**src/sv/tct_pkg.sv**
```systemverilog
// Shared types and constants of the text console teletype.
// Used by the controller, the datapath and the top level; no dependencies.
package tct_pkg;

    localparam int CHAR_W     = 8;
    localparam int CELL_W     = 16;
    localparam int COL_W      = 7;
    localparam int ROW_W      = 5;
    localparam int PAGE_W     = 3;
    localparam int CELL_IDX_W = 16;

    localparam logic [CHAR_W-1:0] CH_BACKSPACE = 8'h08;
    localparam logic [CHAR_W-1:0] CH_RETURN    = 8'h0d;
    localparam logic [CHAR_W-1:0] CH_LINEFEED  = 8'h0a;
    localparam logic [CHAR_W-1:0] CH_BELL      = 8'h07;
    localparam logic [CHAR_W-1:0] SPACE_CODE   = 8'h20;
    localparam logic [CHAR_W-1:0] BLANK_ATTR   = 8'h07;
    localparam logic [CELL_W-1:0] BLANK_CELL   = {BLANK_ATTR, SPACE_CODE};

    // A 40-column mode uses 1024-cell pages, every other width 2048-cell pages.
    localparam logic [COL_W-1:0] NARROW_COLUMNS    = 7'd40;
    localparam int               NARROW_PAGE_SHIFT = 10;
    localparam int               WIDE_PAGE_SHIFT   = 11;

    // Cells that come out of reset holding a blank (one 80x25 page).
    localparam int RESET_BLANK_CELLS = 2000;

    localparam logic [COL_W-1:0]  COLUMNS_RESET  = 7'd80;
    localparam logic [ROW_W-1:0]  ROWS_RESET     = 5'd25;
    localparam logic [PAGE_W-1:0] PAGE_SEL_RESET = 3'd0;

    localparam logic [1:0] REG_COLUMNS  = 2'd0;
    localparam logic [1:0] REG_ROWS     = 2'd1;
    localparam logic [1:0] REG_PAGE_SEL = 2'd2;

    typedef struct packed {
        logic clear_wr;
        logic load;
        logic char_wr;
        logic scr_rd;
        logic scr_wr;
        logic blank_wr;
        logic commit;
    } tct_cmd_t;

    typedef struct packed {
        logic clear_last;
        logic is_print;
        logic do_scroll;
        logic rows_one;
        logic copy_last;
        logic blank_last;
    } tct_status_t;

endpackage

```
**src/sv/tct_ctrl.sv**
```systemverilog
// Sequencing state machine of the text console teletype.
// Depends on tct_pkg; drives tct_datapath through command and status structs.
module tct_ctrl
    import tct_pkg::*;
(
    input  logic        clk,
    input  logic        rst_n,
    input  logic        in_valid,
    output logic        in_ready,
    output logic        out_valid,
    input  logic        out_ready,
    input  tct_status_t st,
    output tct_cmd_t    cmd
);

    typedef enum logic [2:0] {
        S_CLEAR,
        S_IDLE,
        S_PRINT,
        S_SCR_RD,
        S_SCR_WR,
        S_BLANK,
        S_FINISH
    } state_t;

    state_t state_reg;
    state_t state_next;
    logic   out_valid_reg;
    logic   out_valid_next;
    logic   slot_free;

    assign slot_free = !out_valid_reg || out_ready;

    always_comb
    begin
        state_next     = state_reg;
        cmd            = '0;
        in_ready       = 1'b0;
        out_valid_next = out_valid_reg && !out_ready;
        case (state_reg)
            S_CLEAR:
            begin
                cmd.clear_wr = 1'b1;
                if (st.clear_last)
                begin
                    state_next = S_IDLE;
                end
            end
            S_IDLE:
            begin
                in_ready = 1'b1;
                if (in_valid)
                begin
                    cmd.load   = 1'b1;
                    state_next = S_PRINT;
                end
            end
            S_PRINT:
            begin
                cmd.char_wr = st.is_print;
                if (!st.do_scroll)
                begin
                    state_next = S_FINISH;
                end
                else if (st.rows_one)
                begin
                    state_next = S_BLANK;
                end
                else
                begin
                    state_next = S_SCR_RD;
                end
            end
            S_SCR_RD:
            begin
                cmd.scr_rd = 1'b1;
                state_next = S_SCR_WR;
            end
            S_SCR_WR:
            begin
                cmd.scr_wr = 1'b1;
                state_next = st.copy_last ? S_BLANK : S_SCR_RD;
            end
            S_BLANK:
            begin
                cmd.blank_wr = 1'b1;
                if (st.blank_last)
                begin
                    state_next = S_FINISH;
                end
            end
            S_FINISH:
            begin
                if (slot_free)
                begin
                    cmd.commit     = 1'b1;
                    out_valid_next = 1'b1;
                    state_next     = S_IDLE;
                end
            end
            default:
            begin
                state_next = S_IDLE;
            end
        endcase
    end

    always_ff @(posedge clk or negedge rst_n)
    begin
        if (!rst_n)
        begin
            state_reg     <= S_CLEAR;
            out_valid_reg <= 1'b0;
        end
        else
        begin
            state_reg     <= state_next;
            out_valid_reg <= out_valid_next;
        end
    end

    assign out_valid = out_valid_reg;

endmodule

```
**src/sv/tct_datapath.sv**
```systemverilog
// Datapath of the text console teletype: screen memory, per-page cursors,
// scroll address counters and the result register. Depends on tct_pkg.
module tct_datapath
    import tct_pkg::*;
#(
    parameter int PAGES      = 8,
    parameter int VRAM_CELLS = 8192
)
(
    input  logic              clk,
    input  logic              rst_n,
    input  tct_cmd_t          cmd,
    output tct_status_t       st,
    input  logic [COL_W-1:0]  columns,
    input  logic [ROW_W-1:0]  rows,
    input  logic [PAGE_W-1:0] page_sel,
    input  logic [CHAR_W-1:0] character,
    input  logic [CHAR_W-1:0] attribute,
    output logic [ROW_W-1:0]  row_pos,
    output logic [COL_W-1:0]  col_pos,
    output logic              scrolled
);

    localparam int PW = (PAGES > 1) ? $clog2(PAGES) : 1;
    localparam int AW = $clog2(VRAM_CELLS);

    localparam logic [CELL_IDX_W-1:0] VRAM_LIMIT = CELL_IDX_W'(VRAM_CELLS);

    // Screen memory, one port, registered read.
    logic [CELL_W-1:0] vram [VRAM_CELLS];
    logic [AW-1:0]     mem_addr;
    logic              mem_we;
    logic [CELL_W-1:0] mem_wdata;
    logic [CELL_W-1:0] mem_rdata;

    logic [ROW_W-1:0] cur_rows_reg [PAGES];
    logic [COL_W-1:0] cur_cols_reg [PAGES];

    logic [AW-1:0]         clr_reg;
    logic [PW-1:0]         page_reg;
    logic [COL_W-1:0]      ncols_reg;
    logic [ROW_W-1:0]      nrows_reg;
    logic [CELL_IDX_W-1:0] char_idx_reg;
    logic [CELL_W-1:0]     cell_data_reg;
    logic                  print_reg;
    logic                  scroll_reg;
    logic [ROW_W-1:0]      fin_row_reg;
    logic [COL_W-1:0]      fin_col_reg;
    logic [CELL_IDX_W-1:0] dst_reg;
    logic [COL_W-1:0]      cnt_col_reg;
    logic [ROW_W-1:0]      cnt_row_reg;
    logic                  src_oob_reg;
    logic [ROW_W-1:0]      out_row_reg;
    logic [COL_W-1:0]      out_col_reg;
    logic                  out_scr_reg;

    // Decode of the incoming beat against the active page's cursor.
    logic [COL_W-1:0]      ncols;
    logic [ROW_W-1:0]      nrows;
    logic [PW-1:0]         pg;
    logic [ROW_W-1:0]      row0;
    logic [COL_W-1:0]      col0;
    logic                  is_bs;
    logic                  is_cr;
    logic                  is_lf;
    logic                  is_print;
    logic [COL_W:0]        col_inc;
    logic                  wrap;
    logic [ROW_W:0]        row_n;
    logic [COL_W:0]        col_n;
    logic                  need_scroll;
    logic [ROW_W-1:0]      row_f;
    logic [COL_W-1:0]      col_f;
    logic [CELL_IDX_W-1:0] page_base;
    logic [11:0]           row_off;
    logic [CELL_IDX_W-1:0] char_idx;
    logic [CELL_IDX_W-1:0] src_idx;
    logic                  row_end;

    always_comb
    begin
        ncols = (columns == '0) ? COL_W'(1) : columns;
        nrows = (rows == '0) ? ROW_W'(1) : rows;
        pg    = (4'(page_sel) < 4'(PAGES)) ? page_sel[PW-1:0] : '0;
        row0  = cur_rows_reg[pg];
        col0  = cur_cols_reg[pg];

        is_bs    = (character == CH_BACKSPACE);
        is_cr    = (character == CH_RETURN);
        is_lf    = (character == CH_LINEFEED);
        is_print = !is_bs && !is_cr && !is_lf && (character != CH_BELL);

        col_inc = {1'b0, col0} + (COL_W+1)'(1);
        wrap    = (col_inc >= {1'b0, ncols});

        if (is_lf || (is_print && wrap))
        begin
            row_n = {1'b0, row0} + (ROW_W+1)'(1);
        end
        else
        begin
            row_n = {1'b0, row0};
        end

        if (is_bs)
        begin
            col_n = (col0 != '0) ? {1'b0, col0 - COL_W'(1)} : {1'b0, col0};
        end
        else if (is_cr)
        begin
            col_n = '0;
        end
        else if (is_print)
        begin
            col_n = wrap ? '0 : col_inc;
        end
        else
        begin
            col_n = {1'b0, col0};
        end

        need_scroll = (row_n >= {1'b0, nrows});
        row_f = need_scroll ? (nrows - ROW_W'(1)) : row_n[ROW_W-1:0];
        col_f = (col_n >= {1'b0, ncols}) ? (ncols - COL_W'(1)) : col_n[COL_W-1:0];

        if (columns == NARROW_COLUMNS)
        begin
            page_base = CELL_IDX_W'(pg) << NARROW_PAGE_SHIFT;
        end
        else
        begin
            page_base = CELL_IDX_W'(pg) << WIDE_PAGE_SHIFT;
        end
        row_off  = 12'(row0) * 12'(ncols);
        char_idx = page_base + CELL_IDX_W'(row_off) + CELL_IDX_W'(col0);
    end

    // Scroll copy reads one row below the cell being rewritten.
    assign src_idx = dst_reg + CELL_IDX_W'(ncols_reg);
    assign row_end = (cnt_col_reg == ncols_reg - COL_W'(1));

    always_comb
    begin
        st.clear_last = (clr_reg == AW'(VRAM_CELLS - 1));
        st.is_print   = print_reg;
        st.do_scroll  = scroll_reg;
        st.rows_one   = (nrows_reg == ROW_W'(1));
        st.copy_last  = row_end && (cnt_row_reg == nrows_reg - ROW_W'(2));
        st.blank_last = row_end;
    end

    always_comb
    begin
        mem_addr  = dst_reg[AW-1:0];
        mem_wdata = BLANK_CELL;
        mem_we    = 1'b0;
        if (cmd.clear_wr)
        begin
            mem_addr  = clr_reg;
            mem_wdata = (CELL_IDX_W'(clr_reg) < CELL_IDX_W'(RESET_BLANK_CELLS))
                      ? BLANK_CELL : '0;
            mem_we    = 1'b1;
        end
        else if (cmd.char_wr)
        begin
            mem_addr  = char_idx_reg[AW-1:0];
            mem_wdata = cell_data_reg;
            mem_we    = (char_idx_reg < VRAM_LIMIT);
        end
        else if (cmd.scr_rd)
        begin
            mem_addr = src_idx[AW-1:0];
        end
        else if (cmd.scr_wr)
        begin
            mem_wdata = src_oob_reg ? BLANK_CELL : mem_rdata;
            mem_we    = (dst_reg < VRAM_LIMIT);
        end
        else if (cmd.blank_wr)
        begin
            mem_we = (dst_reg < VRAM_LIMIT);
        end
    end

    always_ff @(posedge clk)
    begin
        if (mem_we)
        begin
            vram[mem_addr] <= mem_wdata;
        end
        else
        begin
            mem_rdata <= vram[mem_addr];
        end
    end

    always_ff @(posedge clk or negedge rst_n)
    begin
        if (!rst_n)
        begin
            for (int i = 0; i < PAGES; i++)
            begin
                cur_rows_reg[i] <= '0;
                cur_cols_reg[i] <= '0;
            end
            clr_reg     <= '0;
            out_row_reg <= '0;
            out_col_reg <= '0;
            out_scr_reg <= 1'b0;
        end
        else
        begin
            if (cmd.clear_wr)
            begin
                clr_reg <= clr_reg + AW'(1);
            end
            if (cmd.commit)
            begin
                cur_rows_reg[page_reg] <= fin_row_reg;
                cur_cols_reg[page_reg] <= fin_col_reg;
                out_row_reg            <= fin_row_reg;
                out_col_reg            <= fin_col_reg;
                out_scr_reg            <= scroll_reg;
            end
        end
    end

    always_ff @(posedge clk)
    begin
        if (cmd.load)
        begin
            page_reg      <= pg;
            ncols_reg     <= ncols;
            nrows_reg     <= nrows;
            char_idx_reg  <= char_idx;
            cell_data_reg <= {attribute, character};
            print_reg     <= is_print;
            scroll_reg    <= need_scroll;
            fin_row_reg   <= row_f;
            fin_col_reg   <= col_f;
            dst_reg       <= page_base;
            cnt_col_reg   <= '0;
            cnt_row_reg   <= '0;
        end
        if (cmd.scr_rd)
        begin
            src_oob_reg <= (src_idx >= VRAM_LIMIT);
        end
        if (cmd.scr_wr || cmd.blank_wr)
        begin
            dst_reg <= dst_reg + CELL_IDX_W'(1);
            if (row_end)
            begin
                cnt_col_reg <= '0;
                cnt_row_reg <= cnt_row_reg + ROW_W'(1);
            end
            else
            begin
                cnt_col_reg <= cnt_col_reg + COL_W'(1);
            end
        end
    end

    assign row_pos  = out_row_reg;
    assign col_pos  = out_col_reg;
    assign scrolled = out_scr_reg;

endmodule

```
**src/sv/text_console_teletype.sv**
```systemverilog
// Text console teletype: one result beat per character beat.
// When the page scrolls, the rows are copied up one row and the last row is blanked
// over the single memory port before the result beat is given.
// A new character is accepted only once the previous result has been committed.
// Reset: asynchronous, active low; a clearing pass over all VRAM_CELLS cells then
// follows, during which no character is accepted (configuration writes still are).
module text_console_teletype
    import tct_pkg::*;
#(
    parameter int PAGES      = 8,
    parameter int VRAM_CELLS = 8192
)
(
    input  logic              clk,
    input  logic              rst_n,
    input  logic              psel,
    input  logic              penable,
    input  logic              pwrite,
    input  logic [3:0]        paddr,
    input  logic [31:0]       pwdata,
    output logic [31:0]       prdata,
    output logic              pready,
    input  logic              in_valid,
    output logic              in_ready,
    input  logic [CHAR_W-1:0] character,
    input  logic [CHAR_W-1:0] attribute,
    output logic              out_valid,
    input  logic              out_ready,
    output logic [ROW_W-1:0]  row_pos,
    output logic [COL_W-1:0]  col_pos,
    output logic              scrolled
);

    logic [COL_W-1:0]  columns_reg;
    logic [COL_W-1:0]  columns_next;
    logic [ROW_W-1:0]  rows_reg;
    logic [ROW_W-1:0]  rows_next;
    logic [PAGE_W-1:0] page_reg;
    logic [PAGE_W-1:0] page_next;
    logic              wr_en;
    tct_cmd_t          cmd;
    tct_status_t       st;

    assign pready = 1'b1;
    assign wr_en  = psel && penable && pwrite;

    always_comb
    begin
        columns_next = columns_reg;
        rows_next    = rows_reg;
        page_next    = page_reg;
        if (wr_en)
        begin
            case (paddr[3:2])
                REG_COLUMNS:  columns_next = pwdata[COL_W-1:0];
                REG_ROWS:     rows_next    = pwdata[ROW_W-1:0];
                REG_PAGE_SEL: page_next    = pwdata[PAGE_W-1:0];
                default:      columns_next = columns_reg;
            endcase
        end
    end

    always_comb
    begin
        case (paddr[3:2])
            REG_COLUMNS:  prdata = 32'(columns_reg);
            REG_ROWS:     prdata = 32'(rows_reg);
            REG_PAGE_SEL: prdata = 32'(page_reg);
            default:      prdata = '0;
        endcase
    end

    always_ff @(posedge clk or negedge rst_n)
    begin
        if (!rst_n)
        begin
            columns_reg <= COLUMNS_RESET;
            rows_reg    <= ROWS_RESET;
            page_reg    <= PAGE_SEL_RESET;
        end
        else
        begin
            columns_reg <= columns_next;
            rows_reg    <= rows_next;
            page_reg    <= page_next;
        end
    end

    tct_ctrl u_ctrl (
        .clk       (clk),
        .rst_n     (rst_n),
        .in_valid  (in_valid),
        .in_ready  (in_ready),
        .out_valid (out_valid),
        .out_ready (out_ready),
        .st        (st),
        .cmd       (cmd)
    );

    tct_datapath #(
        .PAGES      (PAGES),
        .VRAM_CELLS (VRAM_CELLS)
    ) u_datapath (
        .clk       (clk),
        .rst_n     (rst_n),
        .cmd       (cmd),
        .st        (st),
        .columns   (columns_reg),
        .rows      (rows_reg),
        .page_sel  (page_reg),
        .character (character),
        .attribute (attribute),
        .row_pos   (row_pos),
        .col_pos   (col_pos),
        .scrolled  (scrolled)
    );

endmodule

```
**config.mk**
```make
export PLATFORM = sky130hd
export DESIGN_NAME = text_console_teletype
export DESIGN_NICKNAME = d
export VERILOG_FILES = /design/src/sv/tct_pkg.sv /design/src/sv/tct_ctrl.sv /design/src/sv/tct_datapath.sv /design/src/sv/text_console_teletype.sv
export SDC_FILE = /design/constraint.sdc
export NUM_CORES = 1
export LEC_CHECK = 0
export CAP_MARGIN = 15
export CORE_MARGIN = 2
export CORE_UTILIZATION = 58
export CTS_BUF_LIST = sky130_fd_sc_hd__clkbuf_4 sky130_fd_sc_hd__clkbuf_8 sky130_fd_sc_hd__clkbuf_16
export CTS_CLUSTER_SIZE = 8
export DETAILED_ROUTE_END_ITERATION = 16
export DONT_BUFFER_PORTS = 1
export GPL_TIMING_DRIVEN = 0
export PLACE_DENSITY = 0.8
export SKIP_CTS_REPAIR_TIMING = 1
export SYNTH_ARGS = -nofsm -noshare
export SYNTH_HDL_FRONTEND = slang
export SYNTH_SLANG_ARGS = --single-unit
```
**constraint.sdc**
```tcl
create_clock -name clk -period 5.3 [get_ports clk]
set_clock_uncertainty 0.15 [all_clocks]
set_input_delay 0 -clock clk [delete_from_list [all_inputs] [get_ports clk]]
set_output_delay 0 -clock clk [all_outputs]
set_load 0.02 [all_outputs]
```
==> metrics <==
nature of the critical path startpoint=flip-flop; Worst R2R Start=page_reg[2]; fin. max-slew vios=0; Setup WS post-layout=-0.1193 ns; RD Place Congestion=0.9222; switching share of power=30.25%; Reg2Reg Depth=24; warnings from Yosys=0; status=complete, but fails checks; total track usage=about a quarter; Worst EP arrival=5.52 ns; Clock power frac=between 30 and 40%; internal cell power=2.511 mW; CTS Buf Count=17; Post-Layout Cell Count=between 1000 and 1500; fraction of registers with async set/reset=77.90%; Via density=5.991; first-pass GRT wire length=around 35 mm; vias in the first global route=between 6000 and 7000; WP data required=5.40 ns; failing checks=setup timing; sequential share of power=between 40% and 50%; fin crit share=102.3%; Worst Path Max Fanout=6; Die Span Y=roughly 140 um; mux contribution to synthesized area=20.86%; io pins=about 110; clk root buf=clkbuf_16; initial core utilization=58.78%; synthesized flop and latch total=181; Static Leak=5.238 nW; Mapped Cells=861; Switch Pwr=1.089 mW; Slew @ Worst Pin=0.9661 ns; HPWL after detailed placement=about 15 mm; vias=7039; Adder-Cell Fraction of Synth Area=3.842%; DRC=0; combinational share of power=~26%; Mean Syn Cell Area=11.73 um2; clk_lat worst skew=0.43 ns; area leader, netlist=dfrtp_1; area delta synth->final=13.89%; max FFs per register=between 50 and 60; CTS tree=done; RSZ-0062 raised after global routing=true; Routed WL=22.78 mm; Final Total Pwr=3.601 mW; simple-gate portion of the synthesized area=11.69%; worst rel slew slack=35.60%; PwrDens=313.1 mW/mm2; top cell type's share of synthesized area=33.71%; # diodes=0; main combinational cell family by area after synthesis=multiplexers; Max Fclk=184.5 MHz; Clock Sinks=181; setup violators final=9; Yosys cell types=84; Core Region=0.01718 mm2; Crit. End Element=flip-flop; final net count=1027; synth top area cells=dfrtp_1 34%, mux2_2 15%, edfxtp_1 10%; Setup CP Type=flip-flop to flip-flop; share of cells above drive strength 1=30.32%; most common cell in the netlist=dfrtp_1; Max Cap Viol=0; XOR/XNOR Fraction of Synth Area=4.424%; Worst R2R End=u_datapath.fin_row_reg[4]; top cells by count, synth=136 x dfrtp_1, 133 x mux2_2, 46 x nand2_1; Port Buffers=0; HP Class=input pin to async pin; antenna-violating nets left=0; Synth Flop Type=dfrtp_1; H-tree levels=4; Synth Area in Compound Gates=7.423%; Clk pin slew, worst setup/hold paths=roughly 0.070 ns; Syn Std Cell Area=0.01010 mm2; WL/cell=19.38 um; clk buf depth=2; Initial DRC Count=534; Post-synth EDFFs=35; initial antenna violation count=0; post-route minimum period=5.419 ns; Die ar.=0.01848 mm2; placed cells=1110; largest net degree at the start of global routing=142; register area share after synthesis=46.41%; final count of hold timing violations=0; worst vdd ir=0.2674 mV; Worst R2R Setup Slack=-0.12 ns; drt first pass iters=5; die width=135.9 um; GRT overflow=0; Placement Rows=48
==> layout make-up <==
cell class | instances | area, um2
buffer | 64 | 422.9
clock buffer | 21 | 461.7
clock inverter | 11 | 75.07
fill | 1249 | 5678
inverter | 32 | 120.1
multi-input combinational | 609 | 5125
sequential | 181 | 4686
tap | 225 | 281.5
timing repair buffer | 32 | 326.6
==> cells by family after synthesis <==
logic type,count (synthesis)
adder cells (fa/ha/maj),31
AO/OA/AOI/OAI,104
other,2
flip-flops,181
XOR/XNOR,51
multiplexers,172
AND/OR/NAND/NOR,224
buffers and inverters,96
==> metal layers <==
layer | up-vias | global-route usage (%) | routed length [um]
li1 | 3229 | - | -
met1 | 3555 | 30.80 | 9649
met2 | 210 | 42.28 | 11480
met3 | 45 | 4.810 | 1105
met4 | 0 | 8.449 | 542
met5 | - | 0 | 0
==> how the worst max path moves through the flow <==
stage / start / to / slack [ns]
floorplan: page_reg[2] / u_datapath.fin_row_reg[2] / 0.11
global placement: page_reg[0] / u_datapath.fin_col_reg[4] / -0.62
finish: page_reg[2] / u_datapath.fin_row_reg[4] / -0.12
CTS: page_reg[2] / u_datapath.fin_col_reg[3] / -0.64
global route: page_reg[2] / u_datapath.fin_row_reg[2] / -0.28
detailed placement: page_reg[2] / u_datapath.fin_col_reg[3] / -0.61
==> critical path, cell delays in order, from the launching register on <==
cell and delay (ns):
dfrtp_1 0.42, buf_6 0.16, buf_4 0.13, mux2_2 0.23, nand3b_1 0.10, a21oi_2 0.22, a32oi_4 0.17, or3_4 0.41
xor2_1 0.15, ha_1 0.30, a21o_1 0.18, a21oi_2 0.14, o21ai_2 0.09, a21o_1 0.17, buf_6 0.13, a21oi_4 0.24
mux2_4 0.35, ha_4 0.22, a21o_1 0.17, a21o_1 0.16, a21oi_2 0.18, o211ai_1 0.18, a21oi_4 0.25, nor2_2 0.06
a311oi_2 0.27
==> through the flow <==
step | utilization, % | worst slack (ns) | cell area [um2] | setup TNS, ns | hold slack, ns
finish | 66.94 | -0.1193 | 11500 | -0.4659 | 0.05097
global route | 66.94 | -0.2784 | 11500 | -2.285 | 0.1131
CTS | 64.07 | -0.6397 | 11000 | -7.072 | -0.8966
detailed placement | 60.94 | -0.6114 | 10470 | -6.586 | -0.4399
global placement | 60.94 | -0.6179 | 10470 | -6.437 | -0.4409
floorplan | - | 0.1062 | 10190 | 0 | -0.4456
==> power groups by stage <==
| stage | Sequential [mW] | Combinational (mW) | Clock [mW] |
|---|---|---|---|
| detailed placement | 1.54 | 0.736 | 0 |
| global placement | 1.54 | 0.727 | 0 |
| CTS | 1.51 | 0.743 | 1.18 |
| global route | 1.51 | 0.990 | 1.24 |
| floorplan | 1.52 | 0.596 | 0 |
| finish | 1.51 | 0.917 | 1.17 |
==> cell usage in the layout (no fill, tap or decap), drive strengths merged, types with 32 or more instances in the layout <==
cell type  instances
dfrtp            136
buf               58
xnor2             35
nand3             32
inv               37
clkbuf            42
mux2             138
nor2              44
nand2             47
edfxtp            35
(Power assumes the default switching activity.)
